===== src/hw/rtl/rbb_pkg.sv =====
// Shared types and constants of the RGB box blur window unit.
// Used by rbb_div_cell, rgb_box_blur_window_unit and the testbench; depends on nothing.
package rbb_pkg;

  localparam int MAX_HALF_DEF  = 7;
  localparam int MAX_WIDTH_DEF = 1024;

  localparam int CH_W = 8;

  localparam logic [2:0]  HALF_WIDTH_RST   = 3'd1;
  localparam logic [10:0] IMAGE_WIDTH_RST  = 11'd640;
  localparam logic [15:0] IMAGE_HEIGHT_RST = 16'd480;

  typedef enum logic [1:0] {
    REG_HALF_WIDTH   = 2'd0,
    REG_IMAGE_WIDTH  = 2'd1,
    REG_IMAGE_HEIGHT = 2'd2
  } reg_idx_e;

  typedef enum logic {
    KIND_PIXEL = 1'b0,
    KIND_DRAIN = 1'b1
  } kind_e;

  typedef enum logic [2:0] {
    S_IDLE,
    S_CHECK,
    S_SCAN,
    S_FLUSH,
    S_LAUNCH,
    S_DIV,
    S_PUSH
  } state_e;

endpackage


===== src/hw/rtl/rbb_div_cell.sv =====
// One cell of the divider chain: decides one quotient bit for all three channels.
// Depends on rbb_pkg for the channel width.
module rbb_div_cell #(
  parameter int SUM_W = 16,
  parameter int CNT_W = 8,
  parameter int BIT   = 0
) (
  input  logic                                  clk_i,
  input  logic                                  rst_ni,
  input  logic                                  valid_i,
  input  logic [2:0][SUM_W-1:0]                 rem_i,
  input  logic [2:0][rbb_pkg::CH_W-1:0]         quo_i,
  input  logic [CNT_W-1:0]                      div_i,
  output logic                                  valid_o,
  output logic [2:0][SUM_W-1:0]                 rem_o,
  output logic [2:0][rbb_pkg::CH_W-1:0]         quo_o,
  output logic [CNT_W-1:0]                      div_o
);

  logic                          valid_q;
  logic [2:0][SUM_W-1:0]         rem_d, rem_q;
  logic [2:0][rbb_pkg::CH_W-1:0] quo_d, quo_q;
  logic [CNT_W-1:0]              div_q;
  logic [SUM_W-1:0]              dsh;

  // The divisor shifted to this cell's bit position.
  assign dsh = SUM_W'(div_i) << BIT;

  always_comb begin
    for (int k = 0; k < 3; k++) begin
      if (rem_i[k] >= dsh) begin
        rem_d[k] = rem_i[k] - dsh;
        quo_d[k] = quo_i[k] | (rbb_pkg::CH_W'(1) << BIT);
      end else begin
        rem_d[k] = rem_i[k];
        quo_d[k] = quo_i[k];
      end
    end
  end

  always_ff @(posedge clk_i or negedge rst_ni) begin
    if (!rst_ni) begin
      valid_q <= 1'b0;
    end else begin
      valid_q <= valid_i;
    end
  end

  always_ff @(posedge clk_i) begin
    rem_q <= rem_d;
    quo_q <= quo_d;
    div_q <= div_i;
  end

  assign valid_o = valid_q;
  assign rem_o   = rem_q;
  assign quo_o   = quo_q;
  assign div_o   = div_q;

endmodule


===== config.mk =====
export PLATFORM = sky130hd
export DESIGN_NAME = rbb_div_cell
export DESIGN_NICKNAME = d
export VERILOG_FILES = /design/src/hw/rtl/rbb_pkg.sv /design/src/hw/rtl/rbb_div_cell.sv
export SDC_FILE = /design/constraint.sdc
export NUM_CORES = 1
export LEC_CHECK = 0
export BUFFER_PORTS_ARGS = -buffer_cell sky130_fd_sc_hd__buf_2
export CAP_MARGIN = 0
export CORE_ASPECT_RATIO = 0.6
export CORE_UTILIZATION = 52
export CTS_BUF_LIST = sky130_fd_sc_hd__clkbuf_8
export DETAILED_ROUTE_END_ITERATION = 12
export PLACE_DENSITY = 0.91
export SLEW_MARGIN = 15
export SYNTH_ARGS = -nofsm -noshare
export SYNTH_HDL_FRONTEND = slang
export SYNTH_SLANG_ARGS = --single-unit
export TNS_END_PERCENT = 1

===== constraint.sdc =====
create_clock -name clk_i -period 0.9 [get_ports clk_i]
set_input_delay 0.18 -clock clk_i [delete_from_list [all_inputs] [get_ports clk_i]]
set_output_delay 0.18 -clock clk_i [all_outputs]
set_load 0.005 [all_outputs]

==> results of run 1 <==
## metrics by stage
stage          cells  cell area (um^2)
4_1_cts          746              6110
3_3_place_gp     694              5260
3_5_place_dp     694              5260
2_1_floorplan    368              3750
## what timing repair did
item                                    in CTS
pin swaps                                   30
hold buffers                                31
hold endpoints to repair                    31
gates cloned                                 1
endpoints found under the setup margin     132
buffers inserted                             4
gates resized for setup                     63
## cell families after synthesis
logic type               Yosys count  share of synthesized area [%]
AND/OR/NAND/NOR                  127                           17.7
adder cells (fa/ha/maj)           27                           10.2
XOR/XNOR                          34                           8.39
buffers and inverters             22                           2.86
flip-flops                        81                           45.8
multiplexers                       7                           2.29
AO/OA/AOI/OAI                     70                           12.7
==> impl_metrics.toml, run 1 <==
[clock_tree]
root_buffer = "clkbuf_8"
numCtsBuffers = 9
clock_sinks = 81
cts_htree_levels = 3
clockBufferDepth = 2

[yosys]
ys.flop_type = "dfxtp_1"
synth_edf_count = 0
synth-seq-cells = 81
syn_area_mm2 = 0.00355
yosys_warnings = 0
syn-num-nets = 478
synth_area_leaders = "dfxtp_1 45%, ha_1 8.5%, xor2_1 5.2%"
synth_seq_area_share_pct = 45.8
syn_avg_cell_area_um2 = 9.64
synth_commonest_cells = "80 x dfxtp_1, 41 x nor2_1, 27 x a21oi_1, 27 x nand2_1, 24 x ha_1"
synth_top_area_share_pct = 45.1
synthCells = 368
synth.distinct_cells = 46
synth_top_area_cell = "dfxtp_1"
synth.most_common_cell = "dfxtp_1"
async_reset_ff_share_pct = 1.23

[placement]
place_ws_ns = -1.35
port_buffers = 163
place_hpwl_mm = 8.72
place_congestion = 0.933

[outcome]
status = "stopped before the end"
firstError = "[ERROR DPL-0038] Utilization greater than 100%, impossible to legalize"
stop_stage = "5_1_grt"

[global_route]
grt_max_degree = 15

[floorplanning]
die_w_um = 109
initial_core_util_pct = 55.8
die_h_um = 66.0
rows = 22
io-pin-count = 164

[timing]
grt-worst-endpoint = "rem_o[27]$_DFF_P_/D"
worstEndpointType = "register data pin"
==> run 2: changes to the inputs <==
- CORE_ASPECT_RATIO: 0.6 -> unset
- CORE_UTILIZATION: 52 -> 40
- CTS_BUF_LIST: sky130_fd_sc_hd__clkbuf_8 -> unset
- PLACE_DENSITY: 0.91 -> unset
- PLACE_DENSITY_LB_ADDON: unset -> 0.15
==> run 2 against run 1 <==
The flow now finishes, with violations (negative hold slack, negative setup slack). Synthesized cell count is the same. Area after synthesis is the same.
==> impl_metrics.toml, run 2 <==
[yosys]
synth_edf_count = 0
syn_area_mm2 = 0.00355
synth_top_area_cell = "dfxtp_1"
synth_seq_area_share_pct = 45.8
ys.flop_type = "dfxtp_1"
synth_top_area_share_pct = 45.1
synth-seq-cells = 81
yosys_warnings = 0
synth_commonest_cells = "80 x dfxtp_1, 41 x nor2_1, 27 x a21oi_1, 27 x nand2_1, 24 x ha_1"
synth.distinct_cells = 46
syn_avg_cell_area_um2 = 9.64
synthCells = 368
syn-num-nets = 478
synth.most_common_cell = "dfxtp_1"
synth_area_leaders = "dfxtp_1 45%, ha_1 8.5%, xor2_1 5.2%"
async_reset_ff_share_pct = 1.23

[global_route]
antenna_found_initial = 0
first_global_vias = 3726
grt_pass1_wl_mm = 16.8
grt_usage_pct = 23.8
grt_max_degree = 16
grt-ovfl-total = 0

[finish]
post-route-util_pct = 75.5
final_cell_mix = "145 x buf_2, 81 x buf_4, 59 x dfxtp_1, 29 x nor2_1, 29 x dlygate4sd3_1"
fill_cells = 612
area_growth_pct = 78.3
layout-drive-gt1-share_pct = 58.1
largest_reg_flops = 48
fin_nets = 764
stdcell_area_mm2 = 0.00633
n_antenna_cell = 0
final_common_cell = "buf_2"

[setup_path]
cp_top_family = "simple AND/OR/NAND/NOR gates"
crit_path_end_kind = "flop"
setup.worst_path.start_class = "primary input"
cp_slowest_stage_delay_ns = 0.44
criticalPathCategory = "in -> reg"
path_cells = "buf_8, clkinvlp_4, buf_4, ha_4, nand3_1, or4_4, nand3_4, nor2_4, nor4_2, xor2_1"
path_buf_inv = 3
cp.arrival_ns = 2.00
cp_max_fo = 5
crit_slowest_cell = "or4_4"
required_ns = 1.17
cp-startpoint = "div_i[2]"

[route]
drc_errors = 0
vias_per_cell = 4.84
detail-route-antenna-nets = 0
firstDrtPassIters = 6
vias = 3699
drt_iter0_drc = 74
wl_per_cell_um = 15.2
drt-total-wl_mm = 11.6

[clock_tree]
cts_tree = "yes"
clockBufferDepth = 2
clk_pin_slew_ns = 0.09
ctsHoldBuffers = 29
clock_sinks = 81
cts_htree_levels = 3
numCtsBuffers = 9
root_buffer = "clkbuf_8"

[floorplanning]
io-pin-count = 164
rows = 33
core_mm2 = 0.00838
dieArea_mm2 = 0.00925
die_w_um = 96.2
initial_core_util_pct = 42.3
die_h_um = 96.2

[placement]
place_hpwl_mm = 7.97
dpl_cell_area_mm2 = 0.00530
place_ws_ns = -1.24
place_congestion = 0.860
port_buffers = 163

[timing]
finalSetupViolations = 132
report.final.slew_viol_count = 0
fin_crit_sh_pct = 192
hold_viol = 1
rsz0062_at_grt = "yes"
fmax_ghz = 0.580
whs_ns = -0.0665
worst_slack_ns = -0.825
min_period_ns = 1.73
worst_slew_margin_rel_pct = 74.6
tightest_slew_ns = 0.377

[pwr]
pwr-share-comb_pct = 28.8
p_per_area_mw_per_mm2 = 1530
clock_power_share_pct = 29.0
power.leakage_nw = 2.91
switchingPower_mw = 2.77
p_int_mw = 6.92
switching_share_pct = 28.6
vdd_drop_max_v = 0.00102
pwr-share-seq_pct = 42.2

[flow_run]
max_cap_violations = 0

[hold_path]
hold_path_startpoint = "div_i[2]"
hold_path_class = "in -> reg"

[outcome]
status = "complete, but fails checks"
violations = "negative hold slack, negative setup slack"
## run 2: cell counts after synthesis
Identical to the previous run, type by type.
## run 2: metal layers
metal	vias to the layer above	global-route usage (%)	wire [um]
li1	1836	-	-
met1	1691	25.6	4440
met4	0	9.58	324
met3	29	6.48	859
met5	-	0	0
met2	143	43.6	5980
## run 2: final timing paths
path / end / slack (ns) / cells past startpoint
max: rem_o[11] / -0.83 / 10
min: div_o[2] / -0.07 / 1
max in group asynchronous: valid_o / 0.68 / 2
min in group asynchronous: valid_o / 0.14 / 2
## run 2: cell type report
class	count	area, um^2	share of cell area [%]
sequential	81	1650	26.1
clock inverter	6	72.6	1.15
timing repair buffer	278	1900	30.0
inverter	18	76.3	1.21
multi-input combinational	266	2360	37.3
clock buffer	10	138	2.17
tap	105	131	2.08
## run 2: cells by family (layout without fill, tap and decap cells)
| logic type | Yosys count | after routing | synth area share (%) |
|---|---|---|---|
| fa+ha+maj | 27 | 27 | 10.2 |
| buf+inv | 22 | 312 | 2.86 |
| mux | 7 | 7 | 2.29 |
| xor+xnor | 34 | 34 | 8.39 |
| compound gates | 70 | 70 | 12.7 |
| simple gates | 127 | 128 | 17.7 |
| flops | 81 | 81 | 45.8 |
## run 2: stage by stage
step / std cells / hold slack [ns] / power [mW] / setup TNS, ns
floorplan: 368 / -0.116 / 5.25 / -44.09
global placement: 716 / -0.0439 / 6.41 / -56.79
detailed placement: 716 / -0.0432 / 6.45 / -58.15
CTS: 762 / -0.0744 / 9.57 / -36.33
global route: 764 / -0.0799 / 10.2 / -45.02
finish: 764 / -0.0665 / 9.69 / -38.70
## run 2: power by group through the flow
stage	Combinational, mW	Sequential (mW)	Clock [mW]
after floorplan	1.04	4.21	0
after global placement	2.27	4.14	0
after detailed placement	2.31	4.14	0
after CTS	2.63	4.07	2.87
after global routing	3.05	4.13	3.01
final	2.79	4.09	2.81
## run 2: what timing repair did
item / in CTS / in global routing
hold endpoints to repair: 30 / 1
pin swaps: 31 / 15
setup buffers: 1 / 1
endpoints found under the setup margin: 132 / 132
cloned: 0 / 1
gates resized for setup: 61 / 55
No activity file was read; power rests on OpenSTA's default activity.
==> run 3: changes to the inputs <==
- CORE_UTILIZATION: 40 -> 30
- clock period: 0.9 -> 2.1 ns (I/O delays scaled with it)
==> run 3 against run 2 <==
The flow now finishes without violations. Critical path depth decreased by 1. Non-clock buffer count is 42 lower. Global-route usage decreased by 7.6 points. Via count shrank 9.2%. Critical endpoint is now quo_o[8]. Largest cell class unchanged.
==> impl_metrics.toml, run 3 (synthesized netlist as in run 2, its figures left out) <==
[route]
wl_met1_mm = 4.49
wl_met2_mm = 4.47
drc_errors = 0
wl_per_cell_um = 12.7
route.met3.wl_um = 535
highest_layer = "met4"
drt-total-wl_mm = 9.65
vias_per_cell = 4.42
drt_iter0_drc = 91
detail-route-antenna-nets = 0
vias = 3358
firstDrtPassIters = 4

[placement]
place_congestion = 0.840
port_buffers = 163
place_hpwl_mm = 7.87

[timing]
min_period_ns = 2.06
finalSetupViolations = 0
rsz0062_at_grt = "yes"
fmax_ghz = 0.485
hold_viol = 0
worst_slew_margin_rel_pct = 73.7
fin_crit_sh_pct = 98.1
report.final.slew_viol_count = 0
tightest_slew_ns = 0.392

[finish]
final_cell_mix = "162 x buf_2, 80 x dfxtp_1, 71 x buf_4, 41 x nor2_1, 27 x nand2_1"
layout-drive-gt1-share_pct = 47.6
fin_nets = 721
final_common_cell = "buf_2"
post-route-util_pct = 47.7
area_growth_pct = 54.3
largest_reg_flops = 48
n_antenna_cell = 0

[floorplanning]
die_w_um = 111
initial_core_util_pct = 30.9
io-pin-count = 164
core_mm2 = 0.0115
dieArea_mm2 = 0.0123
rows = 39
die_h_um = 111

[clock_tree]
cts_htree_levels = 3
root_buffer = "clkbuf_16"
clk_pin_slew_ns = 0.06
clockBufferDepth = 2
clock_sinks = 81
numCtsBuffers = 9
cts_tree = "yes"

[hold_path]
hold_path_startpoint = "quo_i[6]"
hold_path_class = "in -> reg"
worstHoldPathCells = 1
hold-path-endpoint = "quo_o[6]"

[pwr]
vdd_drop_max_v = 0.000548
p_per_area_mw_per_mm2 = 762
power.leakage_nw = 2.65
finalPower_mw = 4.17

[setup_path]
criticalPathCategory = "in -> reg"
required_ns = 2.33
setup.worst_path.start_class = "primary input"
path_buf_inv = 2
cp_max_fo = 6
cp.arrival_ns = 2.29
crit_slowest_cell = "nand3_1"
cp_slowest_stage_delay_ns = 0.28
cp_top_family = "simple AND/OR/NAND/NOR gates"
crit_path_end_kind = "flop"
path_cells = "buf_2, ha_2, fa_2, nor2b_2, o31a_1, o21ai_1, nand3_1, buf_4, or2_2"

[outcome]
status = "completed"

[global_route]
first_global_vias = 3314
grt_usage_pct = 16.1
grt_pass1_wl_mm = 15.6
grt-ovfl-total = 0
grt_max_degree = 16
antenna_found_initial = 0

[flow_run]
max_cap_violations = 0
run 3: cell count changes in the layout (fill, tap and decap cells not counted), sizes merged:
| cell | before | now |
|---|---|---|
| inv | 20 | 19 |
| clkbuf | 10 | 12 |
| bufinv | 1 | 0 |
| dlygate4sd3 | 29 | 1 |
| buf | 249 | 234 |
| clkinv | 1 | 2 |
| nor2 | 43 | 42 |
run 3: metal layers:
metal / track usage, % / up-vias
met2: 26.3 / 109
met4: 6.13 / 0
met5: 0 / -
met3: 4.43 / 11
met1: 20.2 / 1485
li1: - / 1753
run 3: power breakdown:
group          internal (mW)  switching, mW
clock network          0.841          0.640
registers               1.70         0.0385
logic                  0.507          0.443
total                   3.05           1.12
run 3: final cells by class:
cell class / instances / area, um^2
clock buffers: 11 / 243
clock inverters: 5 / 41.3
fillers: 1135 / 5990
inverters: 18 / 67.6
multi-input cells: 265 / 1950
flip-flops and latches: 81 / 1630
well taps: 143 / 179
repair buffers: 236 / 1370
run 3: what timing repair did:
item,4_1_cts,5_1_grt
gates resized for setup,0,15
hold buffers,1,0
endpoints found under the setup margin,0,32
endpoints found under the hold margin,1,0
buffers inserted,0,0
run 3: worst max path at each step:
| stage | start | end | slack [ns] | depth (start not counted) |
|---|---|---|---|---|
| CTS | div_i[1] | rem_o[15] | 0.01 | 9 |
| detailed placement | div_i[0] | rem_o[27] | -0.34 | 10 |
| finish | div_i[0] | quo_o[8] | 0.04 | 9 |
| floorplan | div_i[2] | rem_o[39] | -0.04 | 8 |
| global placement | div_i[6] | rem_o[3] | -0.36 | 9 |
| global route | div_i[1] | rem_o[13] | -0.07 | 10 |
run 3: through the flow:
stage | TNS [ns] | worst slack (ns) | hold WS, ns | std cells | cell area (um^2)
after detailed placement | -12.64 | -0.338 | 0.197 | 742 | 5140
after CTS | 0 | 0.0110 | 0.160 | 759 | 5430
final | 0 | 0.0389 | 0.175 | 759 | 5480
after floorplan | -0.275 | -0.0350 | 0.124 | 368 | 3640
after global placement | -11.33 | -0.362 | 0.194 | 742 | 5140
after global routing | -0.166 | -0.0742 | 0.154 | 759 | 5480
==> run 4: changes to the inputs <==
--- a/config.mk
+++ b/config.mk
@@ -9,2 +9,3 @@
 export CAP_MARGIN = 0
+export CORE_MARGIN = 2
 export CORE_UTILIZATION = 30
==> constraint.sdc (replaced) <==
create_clock -name clk_i -period 2.1 [get_ports clk_i]
set_input_delay 0.525 -clock clk_i [delete_from_list [all_inputs] [get_ports clk_i]]
set_output_delay 0.525 -clock clk_i [all_outputs]
set_load 0.005 [all_outputs]
==> run 4 against run 3 <==
Sequential share of layout area decreased by 1.7 points. Global-route usage fell by 0.36 points. Flip-flop and latch count unchanged. Worst hold slack improved by 0.10 ns. Combinational power is 9% higher. Highest routed layer unchanged. Critical path type unchanged. Routed wire length up 1.7%. Largest power group is now the clock network. Via count is 0.30% higher. Fmax fell by 1.8%. First-iteration DRC count grew 43%. Sequential power barely moved. Power increased by 8.6%.
==> impl_metrics.toml, run 4 (synthesized netlist as in run 2, its figures left out) <==
[global_route]
first_global_vias = 3371
grt_max_degree = 17
grt_pass1_wl_mm = 15.9
antenna_found_initial = 0
grt-ovfl-total = 0
grt_usage_pct = 15.8

[finish]
final_cell_mix = "162 x buf_2, 80 x dfxtp_1, 77 x buf_4, 41 x nor2_1, 27 x nand2_1"
layout-drive-gt1-share_pct = 52.3
n_antenna_cell = 0
area_growth_pct = 63.8
stdcell_area_mm2 = 0.00581
final_common_cell = "buf_2"
largest_reg_flops = 48
fin_nets = 727

[route]
drt_iter0_drc = 130
wl_per_cell_um = 12.8
vias = 3368
vias_per_cell = 4.40
detail-route-antenna-nets = 0
firstDrtPassIters = 4
drc_errors = 0
drt-total-wl_mm = 9.81

[outcome]
status = "completed"

[pwr]
power.leakage_nw = 2.74
p_per_area_mw_per_mm2 = 780
vdd_drop_max_v = 0.000569

[clock_tree]
cts_htree_levels = 3
cts_tree = "yes"
clock_sinks = 81
clk_pin_slew_ns = 0.06
numCtsBuffers = 9
clockBufferDepth = 2
root_buffer = "clkbuf_16"

[setup_path]
cp.arrival_ns = 2.37
cp_top_family = "simple AND/OR/NAND/NOR gates"
crit_slowest_cell = "or4_4"
criticalPathCategory = "in -> reg"
cp_slowest_stage_delay_ns = 0.48
path_buf_inv = 2
required_ns = 2.38
crit_path_end_kind = "flop"
path_cells = "buf_2, inv_2, ha_4, a21o_1, or4_4, a32o_2, nor3b_2, xor2_1"
setup.worst_path.start_class = "primary input"
cp_max_fo = 3

[timing]
fin_crit_sh_pct = 99.9
rsz0062_at_grt = "yes"
min_period_ns = 2.10
tightest_slew_ns = 0.403
report.final.slew_viol_count = 0
worst_slew_margin_rel_pct = 72.9
hold_viol = 0
finalSetupViolations = 0
fmax_ghz = 0.476
whs_ns = 0.276

[floorplanning]
io-pin-count = 164
initial_core_util_pct = 30.9
die_h_um = 113
rows = 39
core_mm2 = 0.0115
dieArea_mm2 = 0.0127
die_w_um = 113

[placement]
place_congestion = 0.810
place_hpwl_mm = 7.92
port_buffers = 163
dpl_cell_area_mm2 = 0.00528

[flow_run]
max_cap_violations = 0

[hold_path]
hold_path_class = "in -> reg"
==> run 4: final timing paths <==
check / endpoint / slack, ns / depth (start not counted) / startpoint
worst max-delay path: rem_o[27] / 0.001 / 8 / div_i[6]
min in group asynchronous: valid_o / 0.49 / 2 / rst_ni
worst min-delay path: quo_o[10] / 0.28 / 1 / quo_i[10]
max in group asynchronous: valid_o / 1.52 / 2 / rst_ni
==> run 4: final cells by class <==
cell class                 instances  area [um^2]
sequential                        81         1630
multi-input combinational        265         2170
tap                              143          179
timing repair buffer             242         1430
clock inverter                     7          106
inverter                          18         73.8
fill                            1082         5660
clock buffer                       9          225
==> run 4: stage by stage <==
stage | utilization [%] | std cells | worst slack [ns] | setup TNS [ns] | total power [mW]
after floorplan | - | 368 | -0.113 | -1.99 | 2.25
after global placement | 46.1 | 745 | -0.396 | -16.07 | 2.76
after detailed placement | 46.1 | 745 | -0.448 | -16.68 | 2.76
after CTS | 49.2 | 763 | 0.0000675 | 0 | 4.55
after global routing | 50.7 | 765 | -0.0394 | -0.125 | 4.76
final | 50.7 | 765 | 0.00116 | 0 | 4.53
==> run 4: routing by layer <==
layer  GRT usage (%)  wire, um  share of wire (%)  up-vias
li1                -         -                  -     1767
met1            19.7      4400                 45     1481
met5               0         0                  0        -
met4            7.56       202                2.1        0
met3            3.43       596                6.1       13
met2            26.0      4610                 47      107
==> run 4: where the power goes <==
| group | internal (mW) | switching, mW |
|---|---|---|
| Clock | 1.06 | 0.689 |
| Combinational | 0.564 | 0.479 |
| Sequential | 1.70 | 0.0336 |
| Total | 3.33 | 1.20 |
==> run 4: what timing repair did <==
| action | in CTS | in global routing |
|---|---|---|
| resized for setup | 4 | 27 |
| buffers inserted | 1 | 2 |
| hold endpoints to repair | 1 | 0 |
| setup endpoints to repair | 15 | 43 |
| hold buffers | 1 | 0 |
| pin swaps | 3 | 14 |
